## config.mk

```make
export PLATFORM = sky130hd
export DESIGN_NAME = dsbm_front_flat
export DESIGN_NICKNAME = d
export VERILOG_FILES = /design/src/hdl/depth_surface_boundary_marker_defines.svh /design/src/hdl/dsbm_pkg.sv /design/src/hdl/dsbm_in_if.sv /design/src/hdl/dsbm_front.sv /design/src/flat_wrapper.sv
export SDC_FILE = /design/constraint.sdc
export NUM_CORES = 2
export LEC_CHECK = 0
export BUFFER_PORTS_ARGS = -buffer_cell sky130_fd_sc_hd__buf_4
export CAP_MARGIN = 0
export CORE_MARGIN = 2
export CORE_UTILIZATION = 61
export DETAILED_ROUTE_END_ITERATION = 12
export PLACE_DENSITY = 0.83
export SYNTH_ARGS = -nofsm -noshare
export SYNTH_HDL_FRONTEND = slang
export SYNTH_SLANG_ARGS = --single-unit
```

## constraint.sdc

```tcl
create_clock -name i_clk -period 18.3 [get_ports i_clk]
set_input_delay 3.66 -clock i_clk [delete_from_list [all_inputs] [get_ports i_clk]]
set_output_delay 3.66 -clock i_clk [all_outputs]
set_load 0.01 [all_outputs]
```

## src/hdl/depth_surface_boundary_marker_defines.svh

```systemverilog
// Assertion macros shared by the depth surface boundary marker modules.
`ifndef DEPTH_SURFACE_BOUNDARY_MARKER_DEFINES_SVH
`define DEPTH_SURFACE_BOUNDARY_MARKER_DEFINES_SVH

// Antecedent implies consequent in the same cycle.
`define DSBM_ASSERT_IMP(lbl, clk, rst_n, ante, cons, msg) \
    lbl: assert property (@(posedge clk) disable iff (!rst_n) (ante) |-> (cons)) \
        else $error(msg);

// Antecedent implies consequent in the following cycle.
`define DSBM_ASSERT_NXT(lbl, clk, rst_n, ante, cons, msg) \
    lbl: assert property (@(posedge clk) disable iff (!rst_n) (ante) |=> (cons)) \
        else $error(msg);

`endif

```

## src/hdl/dsbm_pkg.sv

```systemverilog
// Types, constants and arithmetic helpers of the depth surface boundary marker.
`timescale 1ns / 1ps

package dsbm_pkg;

    localparam int DEPTH_W    = 16;
    localparam int CLASS_W    = 2;
    localparam int ROW_W      = 9;
    localparam int COL_W      = 10;
    localparam int FOCAL_W    = 22;
    localparam int CENTER_W   = 12;
    localparam int CFG_IDX_W  = 3;
    localparam int CFG_DATA_W = 22;
    localparam int PROD_W     = DEPTH_W + FOCAL_W;
    localparam int DR_W       = CENTER_W + 1;
    localparam int DM_W       = DEPTH_W + 10;
    localparam int P_W        = DR_W + DM_W;
    localparam int NUM_W      = P_W + 2;
    localparam int Q_W        = 10;
    localparam int RECIP_W    = 17;
    localparam int RECIP_SHIFT = 23;
    localparam int QP_W       = DEPTH_W + RECIP_W;
    localparam int MAX_RES    = 3;
    localparam int RES_IDX_W  = 2;
    localparam int Q_DEPTH    = 4;

    // Multiplying by 83887 and shifting by 23 gives the exact quotient by 100
    // for every 16-bit depth.
    localparam logic [RECIP_W-1:0] RECIP_100 = 17'd83887;
    localparam logic [6:0]         HUNDRED   = 7'd100;
    localparam logic [9:0]         THOUSAND  = 10'd1000;

    typedef enum logic [CLASS_W-1:0] {
        CLS_VALID = 2'd0,
        CLS_NAN   = 2'd1,
        CLS_INF   = 2'd2
    } t_depth_class;

    typedef enum logic [CFG_IDX_W-1:0] {
        CFG_MAX_DIST  = 3'd0,
        CFG_FOCAL     = 3'd1,
        CFG_CENTER    = 3'd2,
        CFG_CAM_H     = 3'd3,
        CFG_UPPER     = 3'd4,
        CFG_VFLOOR    = 3'd5,
        CFG_HFLOOR    = 3'd6,
        CFG_THRESHOLD = 3'd7
    } t_cfg_idx;

    typedef struct packed {
        logic [DEPTH_W-1:0]  max_dist;
        logic [CENTER_W-1:0] center;
        logic [DEPTH_W-1:0]  thr;
        logic [PROD_W-1:0]   cam_f;
        logic [PROD_W-1:0]   upper_f;
        logic [PROD_W-1:0]   vfloor_f;
        logic [PROD_W-1:0]   hfloor_f;
    } t_cfg;

    typedef struct packed {
        logic [DEPTH_W-1:0] depth;
        logic               elig;
        logic [ROW_W-1:0]   row;
        logic [COL_W-1:0]   col;
    } t_qent;

    function automatic logic signed [NUM_W-1:0] f_height_num(
        input logic [PROD_W-1:0]   cam_f,
        input logic signed [P_W-1:0] p
    );
        f_height_num = NUM_W'(cam_f) - NUM_W'(p);
    endfunction

    function automatic logic f_in_band(
        input logic signed [NUM_W-1:0] num,
        input logic [PROD_W-1:0]       floor_f,
        input logic [PROD_W-1:0]       upper_f
    );
        f_in_band = (num > $signed(NUM_W'(floor_f))) && (num < $signed(NUM_W'(upper_f)));
    endfunction

    function automatic logic f_close(
        input logic [DEPTH_W-1:0] a,
        input logic [DEPTH_W-1:0] b,
        input logic [DEPTH_W-1:0] thr
    );
        logic [DEPTH_W-1:0] diff;
        diff = (a > b) ? (a - b) : (b - a);
        f_close = (diff <= thr);
    endfunction

endpackage

```

## src/hdl/dsbm_in_if.sv

```systemverilog
// Input channel carrying one depth pixel per transfer.
`timescale 1ns / 1ps

interface dsbm_in_if import dsbm_pkg::*; ();
    logic                valid;
    logic                ready;
    logic [DEPTH_W-1:0]  depth_mm;
    logic [CLASS_W-1:0]  depth_class;
    logic [ROW_W-1:0]    pixel_row;
    logic [COL_W-1:0]    pixel_column;

    modport source (output valid, output depth_mm, output depth_class,
                    output pixel_row, output pixel_column, input ready);
    modport sink (input valid, input depth_mm, input depth_class,
                  input pixel_row, input pixel_column, output ready);
endinterface

```

## src/hdl/dsbm_front.sv

```systemverilog
// Front part: accepts pixels, normalises depth and computes horizontal eligibility.
`timescale 1ns / 1ps

module dsbm_front import dsbm_pkg::*; #(
    parameter int IMAGE_WIDTH  = 672,
    parameter int IMAGE_HEIGHT = 376
) (
    input  logic     i_clk,
    input  logic     i_rst_n,
    dsbm_in_if.sink  i_pix,
    input  t_cfg     i_cfg,
    input  logic     i_clearing,
    input  logic     i_full,
    output logic     o_push,
    output t_qent    o_push_data
);

    logic                      w_adv;
    logic                      w_acc;
    logic                      w_in_img;
    logic signed [DR_W-1:0]    w_dr;
    logic [QP_W-1:0]           w_q_prod;
    logic [Q_W+6:0]            w_dq;
    logic [DEPTH_W-1:0]        w_depth;
    logic [DM_W-1:0]           w_dm;
    logic signed [DM_W:0]      w_dm_s;
    logic signed [P_W-1:0]     w_p;

    logic r_s1_v, r_s2_v, r_s3_v, r_s4_v, r_s5_v, r_s6_v, r_s7_v;

    logic [DEPTH_W-1:0]        r_s1_raw;
    t_depth_class              r_s1_cls;
    logic [ROW_W-1:0]          r_s1_row;
    logic [COL_W-1:0]          r_s1_col;
    logic signed [DR_W-1:0]    r_s1_dr;

    logic [Q_W-1:0]            r_s2_q;
    t_depth_class              r_s2_cls;
    logic [ROW_W-1:0]          r_s2_row;
    logic [COL_W-1:0]          r_s2_col;
    logic signed [DR_W-1:0]    r_s2_dr;

    logic [DEPTH_W-1:0]        r_s3_d;
    logic [ROW_W-1:0]          r_s3_row;
    logic [COL_W-1:0]          r_s3_col;
    logic signed [DR_W-1:0]    r_s3_dr;

    logic [DM_W-1:0]           r_s4_dm;
    logic [DEPTH_W-1:0]        r_s4_d;
    logic [ROW_W-1:0]          r_s4_row;
    logic [COL_W-1:0]          r_s4_col;
    logic signed [DR_W-1:0]    r_s4_dr;

    logic signed [P_W-1:0]     r_s5_p;
    logic [DEPTH_W-1:0]        r_s5_d;
    logic [ROW_W-1:0]          r_s5_row;
    logic [COL_W-1:0]          r_s5_col;

    logic signed [NUM_W-1:0]   r_s6_num;
    logic [DEPTH_W-1:0]        r_s6_d;
    logic [ROW_W-1:0]          r_s6_row;
    logic [COL_W-1:0]          r_s6_col;

    t_qent                     r_s7;

    assign w_adv       = !(r_s7_v && i_full);
    assign i_pix.ready = w_adv && !i_clearing;
    assign w_acc       = i_pix.valid && i_pix.ready;
    assign w_in_img    = (32'(i_pix.pixel_row) < IMAGE_HEIGHT) &&
                         (32'(i_pix.pixel_column) < IMAGE_WIDTH);
    assign w_dr        = DR_W'(i_pix.pixel_row) - DR_W'(i_cfg.center);

    assign w_q_prod    = r_s1_raw * RECIP_100;
    assign w_dq        = r_s2_q * HUNDRED;
    assign w_dm        = r_s3_d * THOUSAND;
    assign w_dm_s      = {1'b0, r_s4_dm};
    assign w_p         = r_s4_dr * w_dm_s;

    always_comb begin
        unique case (r_s2_cls)
            CLS_VALID: w_depth = w_dq[DEPTH_W-1:0];
            CLS_INF:   w_depth = i_cfg.max_dist;
            default:   w_depth = '0;
        endcase
    end

    assign o_push      = r_s7_v && !i_full;
    assign o_push_data = r_s7;

    always_ff @(posedge i_clk) begin
        if (!i_rst_n) begin
            r_s1_v <= 1'b0;
            r_s2_v <= 1'b0;
            r_s3_v <= 1'b0;
            r_s4_v <= 1'b0;
            r_s5_v <= 1'b0;
            r_s6_v <= 1'b0;
            r_s7_v <= 1'b0;
        end else if (w_adv) begin
            r_s1_v <= w_acc && w_in_img;
            r_s2_v <= r_s1_v;
            r_s3_v <= r_s2_v;
            r_s4_v <= r_s3_v;
            r_s5_v <= r_s4_v;
            r_s6_v <= r_s5_v;
            r_s7_v <= r_s6_v;
        end
    end

    always_ff @(posedge i_clk) begin
        if (w_adv) begin
            r_s1_raw   <= i_pix.depth_mm;
            r_s1_cls   <= t_depth_class'(i_pix.depth_class);
            r_s1_row   <= i_pix.pixel_row;
            r_s1_col   <= i_pix.pixel_column;
            r_s1_dr    <= w_dr;

            r_s2_q     <= w_q_prod[RECIP_SHIFT +: Q_W];
            r_s2_cls   <= r_s1_cls;
            r_s2_row   <= r_s1_row;
            r_s2_col   <= r_s1_col;
            r_s2_dr    <= r_s1_dr;

            r_s3_d     <= w_depth;
            r_s3_row   <= r_s2_row;
            r_s3_col   <= r_s2_col;
            r_s3_dr    <= r_s2_dr;

            r_s4_dm    <= w_dm;
            r_s4_d     <= r_s3_d;
            r_s4_row   <= r_s3_row;
            r_s4_col   <= r_s3_col;
            r_s4_dr    <= r_s3_dr;

            r_s5_p     <= w_p;
            r_s5_d     <= r_s4_d;
            r_s5_row   <= r_s4_row;
            r_s5_col   <= r_s4_col;

            r_s6_num   <= f_height_num(i_cfg.cam_f, r_s5_p);
            r_s6_d     <= r_s5_d;
            r_s6_row   <= r_s5_row;
            r_s6_col   <= r_s5_col;

            r_s7.depth <= r_s6_d;
            r_s7.elig  <= (r_s6_d != '0) &&
                          f_in_band(r_s6_num, i_cfg.hfloor_f, i_cfg.upper_f);
            r_s7.row   <= r_s6_row;
            r_s7.col   <= r_s6_col;
        end
    end

endmodule

```

## src/flat_wrapper.sv

```systemverilog
// flat-port wrapper written by rule: the top's interface ports become plain ports
module dsbm_front_flat import dsbm_pkg::*;
#(
    parameter int IMAGE_WIDTH  = 672,
    parameter int IMAGE_HEIGHT = 376
)
  (i_clk, i_rst_n, i_cfg, i_clearing, i_full, o_push, o_push_data, i_pix_valid, i_pix_depth_mm, i_pix_depth_class, i_pix_pixel_row, i_pix_pixel_column, i_pix_ready);
  dsbm_in_if i_pix_i ();
  input  logic i_clk;
  input  logic i_rst_n;
  input  t_cfg i_cfg;
  input  logic i_clearing;
  input  logic i_full;
  output logic o_push;
  output t_qent o_push_data;
  input wire logic [$bits(i_pix_i.valid)-1:0] i_pix_valid;
  input wire logic [$bits(i_pix_i.depth_mm)-1:0] i_pix_depth_mm;
  input wire logic [$bits(i_pix_i.depth_class)-1:0] i_pix_depth_class;
  input wire logic [$bits(i_pix_i.pixel_row)-1:0] i_pix_pixel_row;
  input wire logic [$bits(i_pix_i.pixel_column)-1:0] i_pix_pixel_column;
  output wire logic [$bits(i_pix_i.ready)-1:0] i_pix_ready;
  assign i_pix_i.valid = i_pix_valid;
  assign i_pix_i.depth_mm = i_pix_depth_mm;
  assign i_pix_i.depth_class = i_pix_depth_class;
  assign i_pix_i.pixel_row = i_pix_pixel_row;
  assign i_pix_i.pixel_column = i_pix_pixel_column;
  assign i_pix_ready = i_pix_i.ready;
  dsbm_front #(.IMAGE_WIDTH(IMAGE_WIDTH), .IMAGE_HEIGHT(IMAGE_HEIGHT)) u_core (.i_clk(i_clk), .i_rst_n(i_rst_n), .i_pix(i_pix_i), .i_cfg(i_cfg), .i_clearing(i_clearing), .i_full(i_full), .o_push(o_push), .o_push_data(o_push_data));
endmodule
```

==> flow_metrics.env <==
export IMPL_status="complete, no violations"
export IMPL_grt_pass1_vias=23311
export IMPL_diodes=0
export IMPL_wl_met1_um=26900
export IMPL_synthDominantCellAreaShare_pct=34.6
export IMPL_crit_arrival_ns=4.37
export IMPL_via_per_inst=5.52
export IMPL_crit_top_cell="buf_4"
export IMPL_critical_path_class="input pin to output port"
export IMPL_htreeDepth=2
export IMPL_wl_per_cell_um=17.6
export IMPL_yosys_warnings=0
export IMPL_syn_nets=4039
export IMPL_antenna_found_initial=0
export IMPL_clock_latency_ns=0.61
export IMPL_startpoint_type="input pin"
export IMPL_synth_edf_count=393
export IMPL_cts_path_max_buffers=3
export IMPL_crit_chain="buf_4, and2_1, nor2_1, buf_4"
export IMPL_hold_class="flop to flop"
export IMPL_period_needed_ns=8.03
export IMPL_rsz0062_at_grt="false"
export IMPL_io_buffers=221
export IMPL_fin_skew_ns=0.0431
export IMPL_synth_ff_type="edfxtp_1"
export IMPL_async_flop_share_pct=0
export IMPL_cts_tree="done"
export IMPL_holdBufCountCts=0
export IMPL_grt_pass1_wl_um=113000
export IMPL_fillers=3812
export IMPL_wirelength_um=69600
export IMPL_clock_sinks=400
export IMPL_dp_hpwl_um=54200
export IMPL_synth_area_leaders="edfxtp_1 (35%), fa_1 (23%), ha_1 (16%), inv_1 (6.1%), nand2_1 (2.5%)"
export IMPL_slowest_delay_ns=0.39
export IMPL_fin_nets=4241
export IMPL_highest_layer="met4"
export IMPL_grt_util_all_layers_pct=24.7
export IMPL_areaGrowthSynthToFinish_pct=11.6
export IMPL_drt_pass1_iter_count=6
export IMPL_drtIter0Drc=1332
export IMPL_synth_seq_cells=400
export IMPL_dr_wl_met3_um=4560
export IMPL_synth_cell_types=64
export IMPL_crit_fanout=9
export IMPL_start_util_pct=61.8
export IMPL_cts_setup_buffers=0
export IMPL_syn_cell_area_um2=34100
export IMPL_ant_nets=0
export IMPL_regArea_um2=11900
export IMPL_gp_congestion=0.929
export IMPL_core_area_um2=55200
export IMPL_placementRows=86
export IMPL_syn_area_per_cell_um2=11.5
export IMPL_ctsRootBufferMaster="clkbuf_16"
export IMPL_setup_viol=0
export IMPL_hold_violations=0
export IMPL_die_w_um=241
export IMPL_relSlewSlack_pct=28.5
export IMPL_fp_dieH_um=241
export IMPL_io_pins=276
export IMPL_required_ns=14.64
export IMPL_period_share_pct=43.9
export IMPL_fmax_ghz=0.125
export IMPL_yosysSeqAreaShare_pct=35.0
export IMPL_endpoint_kind="output port"
export IMPL_crit_path_top_delay_cell="and2_1"
export IMPL_dr_wl_met2_um=35200
export IMPL_worstMarginPinSlew_ns=1.07
export IMPL_fin_tns_setup_ns=0
export IMPL_syn_inst=2963
export IMPL_multi_input_area_um2=19800
export IMPL_drv_cap=0
export IMPL_die_area_um2=57900
export IMPL_cts_repair_resized=0
export IMPL_cts_clk_slew_worst_paths_ns=0.07
export IMPL_drive_above_1_share_pct=9.63
export IMPL_numCtsBuffers=42
export IMPL_synth_largest_area_cell="edfxtp_1"
export IMPL_vias=21796
export IMPL_final_max_slew_viol_count=0
export IMPL_grt_max_degree=150
export IMPL_drc=0
export IMPL_grt_remaining_overflow=0
[cell usage in the layout, fill, tap and decap left out, drive strengths merged, types with 5 or more instances in the layout]
cell	Yosys	routed
xnor2	71	71
or3	9	9
or2	6	6
o21ai	65	65
a21oi	116	116
a31oi	14	14
nor3	20	20
nand2b	28	28
dfxtp	7	7
nor4	9	9
a211o	6	6
inv	559	562
nor2	78	78
a211oi	10	10
nor2b	43	43
a21o	66	66
a2111oi	6	6
buf	2	225
o31ai	9	9
bufinv	0	12
clkbuf	65	44
mux2i	9	9
nand4	23	23
a21boi	13	13
nand2	223	223
nand3	29	29
edfxtp	393	393
o21bai	14	14
clkinv	0	15
xor2	32	32
o211ai	5	5
o21a	20	20
and2	122	122
fa	389	389
ha	449	449
and3	14	14
[per-stage QoR]
stage / std cells / worst slack, ns / cell area (um^2) / util, % / hold slack, ns
6_report: 3946 / 10.27 / 38100 / 69.0 / 0.395
5_1_grt: 3946 / 10.20 / 38100 / 69.0 / 0.424
4_1_cts: 3946 / 10.28 / 38100 / 69.0 / 0.401
3_5_place_dp: 3869 / 10.28 / 36500 / 66.2 / 0.405
3_3_place_gp: 3869 / 10.30 / 36500 / 66.2 / 0.400
2_1_floorplan: 2963 / 5.97 / 34100 / - / 0.400
[synth_stat cells (32+ instances only)]
cell type,n
ha_1,449
clkbuf_1,65
a21oi_1,115
nor2_1,78
fa_1,389
xor2_1,32
xnor2_1,71
nand2_1,223
inv_1,559
a21o_1,66
nor2b_1,43
o21ai_0,64
and2_1,122
edfxtp_1,393
[cell type report]
class	instances	area share, %
Multi-Input combinational cell	1937	52.1
Timing Repair Buffer	225	4.43
Tap cell	748	2.46
Clock inverter	33	1.38
Sequential cell	400	31.3
Clock buffer	44	2.78
Inverter	559	5.53
[sequential cells by signal (all words and copies together), names as in the netlist, 16 cells and up]
register	cells
u_core.o_push_data	36
u_core.r_s5_p	36
u_core.r_s4_dm	21
u_core.r_s4_d	16
u_core.r_s3_d	16
u_core.r_s1_raw	16
u_core.r_s6_d	16
u_core.r_s6_num	40
u_core.r_s5_d	16
[critical path: cells and delay by family]
kind / cells / cell delay (ns)
buffers and inverters: 2 / 0.24
AND/OR/NAND/NOR: 2 / 0.47
[logic make-up after synthesis]
| kind of cell | count (synthesis) | share of synthesized area, % |
|---|---|---|
| AOI/OAI and AO/OA | 375 | 7.08 |
| and+or+nand+nor | 612 | 8.89 |
| muxes | 9 | 0.264 |
| xor gates and xnor gates | 103 | 2.64 |
| adders and majority gates | 838 | 39.3 |
| buffers and inverters | 626 | 6.88 |
| DFF | 400 | 35.0 |
[per-layer routing]
metal | up-vias | track usage, %
met3 | 163 | 4.03
met2 | 762 | 44.0
met1 | 10632 | 30.0
met5 | - | 0
met4 | 0 | 9.88
li1 | 10239 | -
[final timing paths]
path | startpoint | endpoint | slack, ns | cells after the start
min | u_core.r_s4_d[8] | u_core.r_s5_d[8] | 0.40 | 0
max reg2reg | u_core.r_s4_dr[3] | u_core.r_s5_p[28] | 11.36 | 21
max | i_full | i_pix_ready | 10.27 | 4
min reg2reg | u_core.r_s4_d[8] | u_core.r_s5_d[8] | 0.40 | 0
Power is not shown: default switching activity piles up to over one toggle a cycle in this logic, so the estimate is an artifact.
