`config.mk`:
```
export PLATFORM = sky130hd
export DESIGN_NAME = dsbm_queue
export DESIGN_NICKNAME = d
export VERILOG_FILES = /design/src/hdl/dsbm_pkg.sv /design/src/hdl/dsbm_queue.sv
export VERILOG_INCLUDE_DIRS = /design/src /design/src/hdl
export SDC_FILE = /design/constraint.sdc
export NUM_CORES = 1
export LEC_CHECK = 0
export ABC_AREA = 1
export ABC_CLOCK_PERIOD_IN_PS = 1600
export BUFFER_PORTS_ARGS = -buffer_cell sky130_fd_sc_hd__clkbuf_2
export CORE_ASPECT_RATIO = 0.7
export CORE_MARGIN = 2
export CORE_UTILIZATION = 53
export CTS_BUF_LIST = sky130_fd_sc_hd__clkbuf_8
export DETAILED_ROUTE_END_ITERATION = 16
export HOLD_SLACK_MARGIN = 0.02
export MAX_ROUTING_LAYER = met4
export PLACE_DENSITY = 0.77
export SLEW_MARGIN = 20
export SYNTH_ARGS = -nofsm -noshare
export SYNTH_HDL_FRONTEND = slang
export SYNTH_SLANG_ARGS = --single-unit
```
`constraint.sdc`:
```
create_clock -name i_clk -period 1.6 [get_ports i_clk]
set_input_delay 0.08 -clock i_clk [delete_from_list [all_inputs] [get_ports i_clk]]
set_output_delay 0.08 -clock i_clk [all_outputs]
set_load 0.005 [all_outputs]
```
`src/hdl/depth_surface_boundary_marker_defines.svh`:
```
// Assertion macros shared by the depth surface boundary marker modules.
`ifndef DEPTH_SURFACE_BOUNDARY_MARKER_DEFINES_SVH
`define DEPTH_SURFACE_BOUNDARY_MARKER_DEFINES_SVH

// Antecedent implies consequent in the same cycle.
`define DSBM_ASSERT_IMP(lbl, clk, rst_n, ante, cons, msg) \
    lbl: assert property (@(posedge clk) disable iff (!rst_n) (ante) |-> (cons)) \
        else $error(msg);

// Antecedent implies consequent in the following cycle.
`define DSBM_ASSERT_NXT(lbl, clk, rst_n, ante, cons, msg) \
    lbl: assert property (@(posedge clk) disable iff (!rst_n) (ante) |=> (cons)) \
        else $error(msg);

`endif

```
`src/hdl/dsbm_pkg.sv`:
```
// Types, constants and arithmetic helpers of the depth surface boundary marker.
`timescale 1ns / 1ps

package dsbm_pkg;

    localparam int DEPTH_W    = 16;
    localparam int CLASS_W    = 2;
    localparam int ROW_W      = 9;
    localparam int COL_W      = 10;
    localparam int FOCAL_W    = 22;
    localparam int CENTER_W   = 12;
    localparam int CFG_IDX_W  = 3;
    localparam int CFG_DATA_W = 22;
    localparam int PROD_W     = DEPTH_W + FOCAL_W;
    localparam int DR_W       = CENTER_W + 1;
    localparam int DM_W       = DEPTH_W + 10;
    localparam int P_W        = DR_W + DM_W;
    localparam int NUM_W      = P_W + 2;
    localparam int Q_W        = 10;
    localparam int RECIP_W    = 17;
    localparam int RECIP_SHIFT = 23;
    localparam int QP_W       = DEPTH_W + RECIP_W;
    localparam int MAX_RES    = 3;
    localparam int RES_IDX_W  = 2;
    localparam int Q_DEPTH    = 4;

    // Multiplying by 83887 and shifting by 23 gives the exact quotient by 100
    // for every 16-bit depth.
    localparam logic [RECIP_W-1:0] RECIP_100 = 17'd83887;
    localparam logic [6:0]         HUNDRED   = 7'd100;
    localparam logic [9:0]         THOUSAND  = 10'd1000;

    typedef enum logic [CLASS_W-1:0] {
        CLS_VALID = 2'd0,
        CLS_NAN   = 2'd1,
        CLS_INF   = 2'd2
    } t_depth_class;

    typedef enum logic [CFG_IDX_W-1:0] {
        CFG_MAX_DIST  = 3'd0,
        CFG_FOCAL     = 3'd1,
        CFG_CENTER    = 3'd2,
        CFG_CAM_H     = 3'd3,
        CFG_UPPER     = 3'd4,
        CFG_VFLOOR    = 3'd5,
        CFG_HFLOOR    = 3'd6,
        CFG_THRESHOLD = 3'd7
    } t_cfg_idx;

    typedef struct packed {
        logic [DEPTH_W-1:0]  max_dist;
        logic [CENTER_W-1:0] center;
        logic [DEPTH_W-1:0]  thr;
        logic [PROD_W-1:0]   cam_f;
        logic [PROD_W-1:0]   upper_f;
        logic [PROD_W-1:0]   vfloor_f;
        logic [PROD_W-1:0]   hfloor_f;
    } t_cfg;

    typedef struct packed {
        logic [DEPTH_W-1:0] depth;
        logic               elig;
        logic [ROW_W-1:0]   row;
        logic [COL_W-1:0]   col;
    } t_qent;

    function automatic logic signed [NUM_W-1:0] f_height_num(
        input logic [PROD_W-1:0]   cam_f,
        input logic signed [P_W-1:0] p
    );
        f_height_num = NUM_W'(cam_f) - NUM_W'(p);
    endfunction

    function automatic logic f_in_band(
        input logic signed [NUM_W-1:0] num,
        input logic [PROD_W-1:0]       floor_f,
        input logic [PROD_W-1:0]       upper_f
    );
        f_in_band = (num > $signed(NUM_W'(floor_f))) && (num < $signed(NUM_W'(upper_f)));
    endfunction

    function automatic logic f_close(
        input logic [DEPTH_W-1:0] a,
        input logic [DEPTH_W-1:0] b,
        input logic [DEPTH_W-1:0] thr
    );
        logic [DEPTH_W-1:0] diff;
        diff = (a > b) ? (a - b) : (b - a);
        f_close = (diff <= thr);
    endfunction

endpackage

```
`src/hdl/dsbm_queue.sv`:
```
// Short queue of classified pixels between the front and the back.
`timescale 1ns / 1ps
`include "depth_surface_boundary_marker_defines.svh"

module dsbm_queue import dsbm_pkg::*; (
    input  logic  i_clk,
    input  logic  i_rst_n,
    input  logic  i_push,
    input  t_qent i_push_data,
    output logic  o_full,
    output logic  o_valid,
    output t_qent o_data,
    input  logic  i_pop
);

    localparam int PW = $clog2(Q_DEPTH);

    t_qent          r_mem [Q_DEPTH];
    logic [PW-1:0]  r_wr_ptr;
    logic [PW-1:0]  r_rd_ptr;
    logic [PW:0]    r_count;

    assign o_full  = (r_count == (PW+1)'(Q_DEPTH));
    assign o_valid = (r_count != '0);
    assign o_data  = r_mem[r_rd_ptr];

    always_ff @(posedge i_clk) begin
        if (!i_rst_n) begin
            r_wr_ptr <= '0;
            r_rd_ptr <= '0;
            r_count  <= '0;
        end else begin
            if (i_push) begin
                r_wr_ptr <= r_wr_ptr + PW'(1);
            end
            if (i_pop) begin
                r_rd_ptr <= r_rd_ptr + PW'(1);
            end
            if (i_push && !i_pop) begin
                r_count <= r_count + (PW+1)'(1);
            end else if (!i_push && i_pop) begin
                r_count <= r_count - (PW+1)'(1);
            end
        end
    end

    always_ff @(posedge i_clk) begin
        if (i_push) begin
            r_mem[r_wr_ptr] <= i_push_data;
        end
    end

    `DSBM_ASSERT_IMP(a_q_no_overflow, i_clk, i_rst_n, o_full, !i_push, "push into a full queue")
    `DSBM_ASSERT_IMP(a_q_no_underflow, i_clk, i_rst_n, !o_valid, !i_pop, "pop from an empty queue")

endmodule

```
==> impl_summary.txt, run 1 <==
----------------------------------------------------
[STA]
  Setup-violating endpoint count in the final report ... 21
  TNS Setup ... -0.4811 ns
  Final-report max-slew violation count ... 0
  RSZ-0062 raised after global routing ... yes
  Clk_skew ... 0.004670 ns
  Highest attainable clock frequency ... 0.5939 GHz
  Worst-case hold slack ... 0.3809 ns
  Worst rel slew slack ... 0.7494
  Transition time at the pin with the least slew margin ... 0.3759 ns
  Final clock period utilization by the worst path ... 1.052
  Clock period minus final worst setup slack ... 1.684 ns
  Final critical-path setup slack ... -0.08375 ns
  Final Hold Vio Count ... 0

[Layout]
  Antenna Diode Count ... 0
  Area taken by multi-input logic gates ... 0.001120 mm²
  Area grow syn2layout ... 28.45%
  Fillers ... 677
  Fraction of final layout cells sized beyond drive strength 1 ... 0.2706
  Sequential cell area ... 0.004512 mm²
  Final net count ... 591

[Placed design]
  Half-perimeter wire length after placement ... 6981 µm
  RePlAce Congestion ... 0.7515
  # port buffers ... 77
  Pre-CTS setup slack ... 0.1302 ns

[Logic synthesis]
  Share of synthesized flip-flops with an asynchronous set or reset ... 0
  Sequential-to-total area share from yosys stat ... 0.7749
  Most numerous cell types in the synthesized netlist ... edfxtp_1, nor2_1, o21ai_1, o22ai_1, o21ai_0
  Area of the mapped netlist ... 0.005813 mm²
  Biggest area consumer among synthesized cells ... edfxtp_1
  Area fraction of the dominant cell type after synthesis ... 0.7439
  Avg Synthesized Cell Area ... 14.28 µm²
  Number of different library cells in the post-synthesis netlist ... 19
  FF+latch count, synth ... 153
  Syn Nets ... 453
  Count of flip-flops with a built-in enable after synthesis ... 144
  Warnings, synthesis ... 0
  Predominant post-synthesis flop cell ... edfxtp_1
  Biggest area contributors in the synthesized netlist ... edfxtp_1, nor2_1, o21ai_1
  Most frequent cell after synthesis ... edfxtp_1
  Number of standard cells after synthesis ... 407

[Routing]
  Number of design-rule violations left by the first detailed-router iteration ... 356
  Routed WL per cell ... 18.06 µm
  Antenna-violating nets left ... 0
  DRC ... 0
  Total via count in the routed design ... 3,833
  Ratio of routed vias to standard cells ... 5.429
  Final Routed Wirelength ... 12,750 µm
  First drt pass iteration count ... 5

[Die]
  Core box area ... 0.01051 mm²
  Die Ht ... 91.62 µm
  Total Die Area ... 0.01184 mm²
  Initial standard-cell utilization of the core ... 0.5530
  Cell row count ... 31
  Horiz. Die Dim ... 129.2 µm
  Top Ports ... 78

[Power]
  Pwr dens ... 1217 mW/mm²
  Max VDD drop ... 818.6 µV
  Reported leakage power ... 2.738 nW

[Status]
  Result of the run ... finished with violations
  Violated checks ... setup timing

[Clocking]
  Clock-pin slew of the registers on the worst-case setup and hold paths ... 0.09 ns
  Insertion delay to the later sink of the worst-skew pair ... 0.45 ns
  TritonCTS clock tree ... done
  Clock Path Buffers ... 2
  Sink Count ... 153
  Buffer type at the clock tree root ... clkbuf_8
  Htree depth ... 4
  Number of CTS-inserted buffers ... 17

[Hold path]
  Critical hold path startpoint ... i_push_data[29]
  Worst hold-check path type ... input port to register

[Critical path]
  Crit start category ... register
  CP max FO ... 19
  Critical path data arrival time ... 1.60 ns
  Critical setup path kind ... register to primary output
  Capturing element type of the critical path ... primary output
  Startpoint of the worst register-to-register path ... r_wr_ptr[0]$_SDFFE_PN0P_
  Data required time at the worst endpoint ... 1.52 ns

[GRT]
  Overflow after GRT ... 0
  Antenna violations before repair ... 0
  Overall track demand over capacity in global routing ... 0.2333
  Maximum number of pins on one net before global-route repair ... 37
  Number of global-route vias before repair ... 3,787
  First-pass GRT wire length ... 19,740 µm

[Job]
  Total of max-cap violations ... 0

----------------------------------------------------
final timing paths:
| kind | cells past startpoint | slack, ns | endpoint |
|---|---|---|---|
| setup / recovery | 5 | -0.08 | o_data[25] |
| hold / removal | 2 | 0.38 | r_mem[1][29]$_DFFE_PP_ |
| setup reg to reg | 5 | 0.09 | r_mem[2][2]$_DFFE_PP_ |
| hold reg to reg | 1 | 0.47 | register |
per-stage QoR:
stage	total power, mW	util	std cells	instance area, µm²
floorplan	5.144	-	407	5828
global placement	5.473	0.6091	625	6402
detailed placement	5.503	0.6091	625	6402
CTS	9.092	0.7075	706	7437
global route	9.396	0.7104	706	7467
finish	9.089	0.7104	706	7467
registers in the layout, indices dropped and copies added, names as in the netlist, named ones only:
name	cells
r_rd_ptr	2
r_mem	144
r_wr_ptr	2
r_count	3
cells by family after synthesis:
group	synth area share
flops	0.7749
compound gates	0.1093
simple gates	0.05962
buf+inv	0.04197
fa+ha+maj	0.01421
timing repair:
item | in CTS | in global routing
resized for setup | 23 | 12
hold buffers | 39 | 0
pin swaps | 4 | 1
cloned | 3 | 0
endpoints found under the setup margin | 36 | 36
buffers inserted | 7 | 0
hold endpoints to repair | 153 | 0
where the power goes:
group	internal, mW	leakage [nW]	total [mW]	switching [mW]
clock network	2.02	0.239	3.51	1.48
registers	4.56	1.40	4.62	0.0641
logic	0.415	1.10	0.961	0.546
cell type report:
type                            instances  share of cell area
Sequential cell                       153              0.6042
Tap cell                              148             0.02480
Inverter                               17             0.01257
Timing Repair Buffer                  139              0.1419
Timing Repair inverter                  2            0.002346
Multi-Input combinational cell        215              0.1500
Clock buffer                           17             0.03133
Clock inverter                         15             0.03284
worst max-delay path: stages (launching register included):
cell	delay, ns
dfxtp_4	0.45
inv_8	0.08
buf_12	0.16
nor2_1	0.18
o22ai_2	0.14
clkbuf_2	0.13
cells in the final DEF (no fill, tap or decap):
cell type,Yosys,final
dlygate4sd3_1,0,39
nor3_1,1,1
o21ai_2,0,3
clkbuf_2,0,72
buf_4,5,14
o22ai_2,0,7
a21oi_1,4,4
clkinv_2,0,2
inv_1,15,11
buf_12,0,7
buf_2,9,5
buf_6,8,1
nand4_1,1,1
clkbuf_8,0,17
nand3_1,1,1
nand2_1,10,10
clkinv_4,0,1
o22ai_1,36,29
edfxtp_1,144,144
clkinvlp_4,0,5
bufinv_16,0,6
nor2_1,78,78
inv_4,1,1
fa_1,1,1
o21ai_1,58,59
ha_1,5,5
buf_16,0,1
clkinv_1,0,1
inv_8,0,3
dfxtp_1,9,7
o21ai_0,20,16
dfxtp_4,0,2
inv_6,1,4
layer usage:
| metal | wire (µm) | global-route usage |
|---|---|---|
| met3 | 745 | 0.05076 |
| met4 | 149 | 0.08514 |
| met2 | 6284 | 0.3662 |
| met5 | 0 | - |
| met1 | 5568 | 0.3037 |
Power figures use the tool's default switching activity.
==> inputs of run 2 (changes only) <==
Settings changed: BUFFER_PORTS_ARGS -buffer_cell sky130_fd_sc_hd__clkbuf_2 to not set, CORE_UTILIZATION 53 to 30, DONT_BUFFER_PORTS set to 1, PLACE_DENSITY 0.77 to 0.45.
==> run 2 against run 1 <==
  * The run now ends clean
  * Clock power down 21%
  * Die area up 73%
  * Critical path depth unchanged
  * Cell count up 6.5%
  * Final area down 0.45%
  * Combinational power down 1%
  * Clock skew up 0.0034 ns
  * Sequential share of layout area up 0.27 points
  * Global-route usage down 9.9 points
  * Fmax up 7.6%
  * Non-clock buffer count down 70
  * Highest routed layer unchanged
==> impl_summary.txt, run 2 (same netlist as run 1, synthesis figures left out) <==
----------------------------------------------------
[GRT]
  First-pass GRT wire length ... 19,490 µm (-1.3%)
  Overflow after GRT ... 0 (unchanged)
  Maximum number of pins on one net before global-route repair ... 37 (unchanged)
  Overall track demand over capacity in global routing ... 0.1339 (-0.09949)
  Number of global-route vias before repair ... 3,343 (-12%)
  Antenna violations before repair ... 0 (unchanged)

[Layout]
  Largest registers ... r_mem (144), r_count (3)
  Final net count ... 521 (-12%)
  Area grow syn2layout ... 27.87%
  Fillers ... 1,745 (+160%)
  Commonest non-fill, non-tap cell in the layout ... edfxtp_1
  Fraction of final layout cells sized beyond drive strength 1 ... 0.2275 (-0.04315)
  Final standard cell area without fillers ... 0.007433 mm² (-0.45%)
  Number of cells in the finished layout apart from fillers ... 752 (+6.5%)
  Commonest cells after routing, fill and taps aside ... edfxtp_1, nor2_1, o21ai_1
  Antenna Diode Count ... 0 (unchanged)
  Most flops, register ... r_mem
  Flip-flop count of the largest register after layout ... 144 (unchanged)

[Power]
  Pwr dens ... 1123 mW/mm² (-7.7%)
  Sw Ratio ... 0.2570 (+0.02680)
  Max VDD drop ... 443.4 µV (-46%)
  Share of power burned in registers ... 0.553 (+0.045)
  Clock network fraction of design power ... 0.333 (-0.053)
  Reported leakage power ... 2.510 nW (-8.3%)
  Comb power frac ... 0.114 (+0.008)
  Power spent charging and discharging nets ... 2.145 mW (+2.5%)
  Int Power ... 6.202 mW (-11%)

[Placed design]
  Half-perimeter wire length after placement ... 7950 µm (+14%)
  Number of placed cells counting well taps ... 667 (+6.7%)
  # port buffers ... 0 (-100%)
  RePlAce Congestion ... 0.6998 (-6.9%)
  Post-detailed-placement cell area ... 0.006161 mm² (-3.8%)

[Critical path]
  Worst Reg-to-Reg Cells ... 5 (unchanged)
  List of cells traversed by the critical path ... buf_12 -> buf_4 -> clkinv_8 -> nor2_1 -> o22ai_1
  Critical setup path kind ... register to primary output
  Startpoint of the worst register-to-register path ... r_wr_ptr[0]$_SDFFE_PN0P_
  Critical path data arrival time ... 1.48 ns (-0.12 ns)
  Critical-path cell with the highest stage delay ... dfxtp_4
  Critical Path Max Stage Delay ... 0.37 ns (-0.08 ns)
  Instance count on the critical path ... 5 (unchanged)
  Capturing element type of the critical path ... primary output
  Setup slack of the most critical reg-to-reg path ... 0.17 ns (+0.08 ns)
  RR Endpoint ... r_mem[0][3]$_DFFE_PP_
  CP max FO ... 13 (-6)
  WP buf/inv ... 3 (unchanged)
  Critical Path End ... o_data[23]
  Crit start category ... register
  Cell family with most CP delay ... buffers and inverters
  Data required time at the worst endpoint ... 1.52 ns (about the same)

[STA]
  Final clock period utilization by the worst path ... 0.9777 (-0.07462)
  Setup-violating endpoint count in the final report ... 0 (-100%)
  Highest attainable clock frequency ... 0.6392 GHz (+7.6%)
  Clock period minus final worst setup slack ... 1.564 ns (-0.1194 ns)
  Final-report max-slew violation count ... 0 (unchanged)
  Worst rel slew slack ... 0.7801 (+0.03072)
  Final Hold Vio Count ... 0 (unchanged)
  Clk_skew ... 0.008094 ns (+0.003424 ns)
  Transition time at the pin with the least slew margin ... 0.3287 ns (-0.04717 ns)
  RSZ-0062 raised after global routing ... yes

[Clocking]
  Clock Path Buffers ... 2 (unchanged)
  Sink Count ... 153 (unchanged)
  Insertion delay to the later sink of the worst-skew pair ... 0.44 ns (about the same)
  Buffer type at the clock tree root ... clkbuf_8
  Htree depth ... 4 (unchanged)
  Number of CTS-inserted buffers ... 17 (unchanged)
  TritonCTS clock tree ... done
  Clock-pin slew of the registers on the worst-case setup and hold paths ... 0.08 ns (about the same)

[Routing]
  Final Routed Wirelength ... 13,650 µm (+7.1%)
  Antenna-violating nets left ... 0 (unchanged)
  Number of design-rule violations left by the first detailed-router iteration ... 216 (-39%)
  First drt pass iteration count ... 4 (-1)
  DRC ... 0 (unchanged)
  Routed WL per cell ... 18.15 µm (+0.53%)
  Total via count in the routed design ... 3,458 (-9.8%)
  Ratio of routed vias to standard cells ... 4.598 (-15%)

[Hold path]
  Worst hold-check path type ... input port to register
  Critical hold path startpoint ... i_pop

[Die]
  Total Die Area ... 0.02052 mm² (+73%)
  Initial standard-cell utilization of the core ... 0.3064 (-0.2466)
  Cell row count ... 42 (+35%)
  Core box area ... 0.01897 mm² (+80%)
  Die Ht ... 120.5 µm (+31%)
  Top Ports ... 78 (unchanged)
  Horiz. Die Dim ... 170.4 µm (+32%)

[Status]
  Result of the run ... finished, final reports clean

[Job]
  Total of max-cap violations ... 0 (unchanged)

----------------------------------------------------
-- run 2: cell type report --
type,instances,area (µm²),area share
clock buffers,17,234.0,0.03148
clock inverters,15,141.4,0.01902
inverters,17,107.6,0.01448
multi-input cells,215,1290,0.1735
flip-flops and latches,153,4512,0.6070
well taps,264,330.3,0.04444
repair buffers,69,793.3,0.1067
repair inverters,2,25.02,0.003366
-- run 2: worst min path at each step --
stage                              to  depth (start not counted)
2_1_floorplan   r_mem[0][0]$_DFFE_PP_                          0
4_1_cts        r_mem[2][24]$_DFFE_PP_                          3
6_report                     register                          4
3_5_place_dp    r_mem[3][1]$_DFFE_PP_                          0
5_1_grt                      register                          4
3_3_place_gp   r_mem[0][25]$_DFFE_PP_                          0
-- run 2: per-stage QoR --
step	util	hold WS (ns)	power, mW	setup WS (ns)	setup TNS [ns]
3_5_place_dp	0.3248	0.1790	5.335	0.1912	0
3_3_place_gp	0.3248	0.1790	5.326	0.2191	0
5_1_grt	0.3918	0.1788	8.731	-0.04360	-0.6467
4_1_cts	0.3722	0.1846	8.310	-0.002836	-0.004108
2_1_floorplan	-	0.1789	5.144	0.01735	0
6_report	0.3918	0.1532	8.347	0.03564	0
-- run 2: worst min-delay path, stage by stage --
cell            delay (ns)
dlymetal6s4s_1        0.25
nand2_1               0.07
inv_1                 0.09
nor2_1                0.05
-- run 2: power by group through the flow --
stage	registers [mW]	logic [mW]	clock network [mW]
finish	4.61	0.950	2.78
global route	4.63	1.05	3.06
CTS	4.62	0.796	2.89
detailed placement	4.71	0.623	0
global placement	4.71	0.617	0
floorplan	4.69	0.455	0
-- run 2: per-layer routing --
metal,wire [µm],vias up,track usage
li1,-,1648,-
met1,6866,1730,0.1802
met2,5997,74,0.1911
met3,697,6,0.04779
met4,88,0,0.03846
met5,0,-,-
-- run 2: repair_timing --
action / in CTS / in global routing
setup endpoints to repair: 36 / 36
buffers inserted: 0 / 7
hold buffers: 40 / 0
gates resized for setup: 26 / 44
pin swaps: 0 / 9
endpoints found under the hold margin: 153 / 0
cloned: 0 / 6
==> inputs of run 3 (changes only) <==
Settings changed: CELL_PAD_IN_SITES_DETAIL_PLACEMENT set to 1, CELL_PAD_IN_SITES_GLOBAL_PLACEMENT set to 2, PLACE_DENSITY 0.45 to 0.59.
==> run 3 against run 2 <==
  * The flow now finishes with violations (setup timing)
  * Critical path type unchanged
  * Critical path depth is the same
  * Final area is 5.8% higher
  * Highest routed layer unchanged
  * Sequential share of layout area fell by 3.3 points
  * Clock power increased by 5%
  * Die area did not move
  * Non-clock buffer count rose by 12
  * Setup slack got worse by 0.069 ns
  * Global-route usage grew 2.6 points
  * Sequential cell count unchanged
  * Register-to-register slack worse by 0.04 ns
  * Clock-buffer cell count is the same
==> impl_summary.txt, run 3 (same netlist as run 1, synthesis figures left out) <==
----------------------------------------------------
[STA]
  Transition time at the pin with the least slew margin ... 0.4019 ns (+0.07319 ns)
  Final Hold Vio Count ... 0 (unchanged)
  Final critical-path setup slack ... -0.03361 ns (-0.06925 ns)
  Setup-violating endpoint count in the final report ... 2 (+2)
  Worst rel slew slack ... 0.7321 (-0.04807)
  Final-report max-slew violation count ... 0 (unchanged)
  RSZ-0062 raised after global routing ... yes
  Clock period minus final worst setup slack ... 1.634 ns (+0.06925 ns)
  Worst-case hold slack ... 0.07826 ns (-0.07489 ns)
  Final clock period utilization by the worst path ... 1.021 (+0.04328)
  Clk_skew ... 0.009174 ns (+0.001080 ns)
  Highest attainable clock frequency ... 0.6121 GHz (-4.2%)

[Critical path]
  Capturing element type of the critical path ... primary output
  Data required time at the worst endpoint ... 1.52 ns (about the same)
  Critical path data arrival time ... 1.55 ns (+0.07 ns)
  Critical setup path kind ... register to primary output
  Crit start category ... register
  Startpoint of the worst register-to-register path ... r_wr_ptr[1]$_SDFFE_PN0P_
  CP max FO ... 9 (-4)
  Worst Reg-to-Reg Cells ... 5 (unchanged)
  Setup slack of the most critical reg-to-reg path ... 0.13 ns (-0.04 ns)
  RR Endpoint ... r_mem[1][26]$_DFFE_PP_

[Clocking]
  Insertion delay to the later sink of the worst-skew pair ... 0.46 ns (+0.02 ns)
  Clock-pin slew of the registers on the worst-case setup and hold paths ... 0.09 ns (about the same)
  Clock Path Buffers ... 2 (unchanged)
  Buffer type at the clock tree root ... clkbuf_8
  TritonCTS clock tree ... done
  Sink Count ... 153 (unchanged)
  Htree depth ... 4 (unchanged)
  Number of CTS-inserted buffers ... 17 (unchanged)

[GRT]
  Overall track demand over capacity in global routing ... 0.1601 (+0.02628)
  Number of global-route vias before repair ... 3,826 (+14%)
  Maximum number of pins on one net before global-route repair ... 31 (-16%)
  First-pass GRT wire length ... 23,060 µm (+18%)
  Overflow after GRT ... 0 (unchanged)
  Antenna violations before repair ... 1 (+1)

[Layout]
  Most flops, register ... r_mem
  Flip-flop count of the largest register after layout ... 144 (unchanged)
  Commonest non-fill, non-tap cell in the layout ... edfxtp_1
  Final core utilization ... 0.4147 (+0.02282)
  Largest registers ... r_mem (144), r_count (3)
  Final net count ... 534 (+2.5%)
  Area grow syn2layout ... 35.32%
  Commonest cells after routing, fill and taps aside ... edfxtp_1, nor2_1, o21ai_1
  Fraction of final layout cells sized beyond drive strength 1 ... 0.2920 (+0.06454)
  Number of cells in the finished layout apart from fillers ... 765 (+1.7%)

[Power]
  Sw Ratio ... 0.2590 (+0.002068)
  Int Power ... 6.439 mW (+3.8%)
  Comb power frac ... 0.132 (+0.018)
  Power spent charging and discharging nets ... 2.251 mW (+5.0%)
  Share of power burned in registers ... 0.532 (-0.021)
  Max VDD drop ... 586.5 µV (+32%)
  Clock network fraction of design power ... 0.336 (+0.003)
  Reported leakage power ... 2.640 nW (+5.2%)
  Pwr dens ... 1105 mW/mm² (-1.6%)

[Die]
  Initial standard-cell utilization of the core ... 0.3064 (unchanged)
  Total Die Area ... 0.02052 mm² (unchanged)
  Core box area ... 0.01897 mm² (unchanged)
  Die Ht ... 120.5 µm (unchanged)
  Top Ports ... 78 (unchanged)
  Cell row count ... 42 (unchanged)
  Horiz. Die Dim ... 170.4 µm (unchanged)

[Placed design]
  Half-perimeter wire length after placement ... 8697 µm (+9.4%)
  Pre-CTS setup slack ... 0.1539 ns (-0.03725 ns)
  RePlAce Congestion ... 0.6801 (-2.8%)
  # port buffers ... 0 (unchanged)
  Number of placed cells counting well taps ... 670 (+0.45%)

[Routing]
  Number of design-rule violations left by the first detailed-router iteration ... 157 (-27%)
  Routed WL per cell ... 20.48 µm (+13%)
  Ratio of routed vias to standard cells ... 4.762 (+3.6%)
  DRC ... 0 (unchanged)
  First drt pass iteration count ... 4 (unchanged)
  Final Routed Wirelength ... 15,670 µm (+15%)
  Antenna-violating nets left ... 0 (unchanged)
  Total via count in the routed design ... 3,643 (+5.3%)

[Status]
  Result of the run ... finished with violations
  Violated checks ... setup timing

[Hold path]
  End point of the most critical hold path ... r_mem[2][19]$_DFFE_PP_
  Worst Hold Depth ... 3 (-1)
  Critical hold path startpoint ... i_push
  Worst hold-check path type ... input port to register

[Job]
  Total of max-cap violations ... 0 (unchanged)

----------------------------------------------------
-- run 3: worst max path at each step --
stage | startpoint | slack (ns) | depth (start not counted) | end
detailed placement | r_wr_ptr[1]$_SDFFE_PN0P_ | 0.15 | 5 | r_mem[1][33]$_DFFE_PP_
global placement | r_wr_ptr[1]$_SDFFE_PN0P_ | 0.19 | 5 | r_mem[1][35]$_DFFE_PP_
global route | register | -0.11 | 5 | o_data[17]
floorplan | r_wr_ptr[0]$_SDFFE_PN0P_ | 0.02 | 4 | r_mem[0][0]$_DFFE_PP_
CTS | register | -0.04 | 5 | o_data[11]
finish | register | -0.03 | 5 | o_data[17]
-- run 3: power groups by stage --
| stage | combinational [mW] | clock, mW | sequential (mW) |
|---|---|---|---|
| 6_report | 1.15 | 2.92 | 4.63 |
| 3_3_place_gp | 0.649 | 0 | 4.71 |
| 5_1_grt | 1.25 | 3.15 | 4.65 |
| 2_1_floorplan | 0.455 | 0 | 4.69 |
| 3_5_place_dp | 0.663 | 0 | 4.71 |
| 4_1_cts | 1.05 | 3.00 | 4.62 |
-- run 3: critical path, stage by stage, from the launching register on --
cell and delay (ns):
dfxtp_4 0.38, buf_12 0.13, buf_12 0.13, buf_16 0.14, o21ai_1 0.19, o22ai_2 0.12
-- run 3: metal layers --
layer,part of all wire,up-vias,track usage
met2,0.45,67,0.2325
met4,0.011,0,0.05128
met5,0,-,-
li1,-,1682,-
met1,0.49,1877,0.2141
met3,0.046,17,0.05106
-- run 3: stage by stage --
stage                     power [mW]  instance area, µm²  setup TNS [ns]
after floorplan                5.144                5828               0
after global placement         5.356                6208               0
after detailed placement       5.376                6208               0
after CTS                      8.678                7602         -0.2879
after global routing           9.048                7866          -1.743
final                          8.691                7866        -0.04238
-- run 3: area by class of cell --
cell class / instances / area [µm²]
repair inverters: 3 / 41.29
clock buffers: 17 / 234.0
repair buffers: 81 / 1026
clock inverters: 14 / 146.4
diodes: 1 / 2.502
fillers: 1892 / 11100
multi-input cells: 215 / 1466
inverters: 17 / 107.6
flip-flops and latches: 153 / 4512
well taps: 264 / 330.3
-- run 3: repair_timing --
action / in CTS / in global routing
buffers inserted: 14 / 0
gates cloned: 4 / 5
hold buffers: 40 / 0
resized for setup: 82 / 40
endpoints found under the setup margin: 33 / 35
pin swaps: 19 / 8
endpoints found under the hold margin: 153 / 0
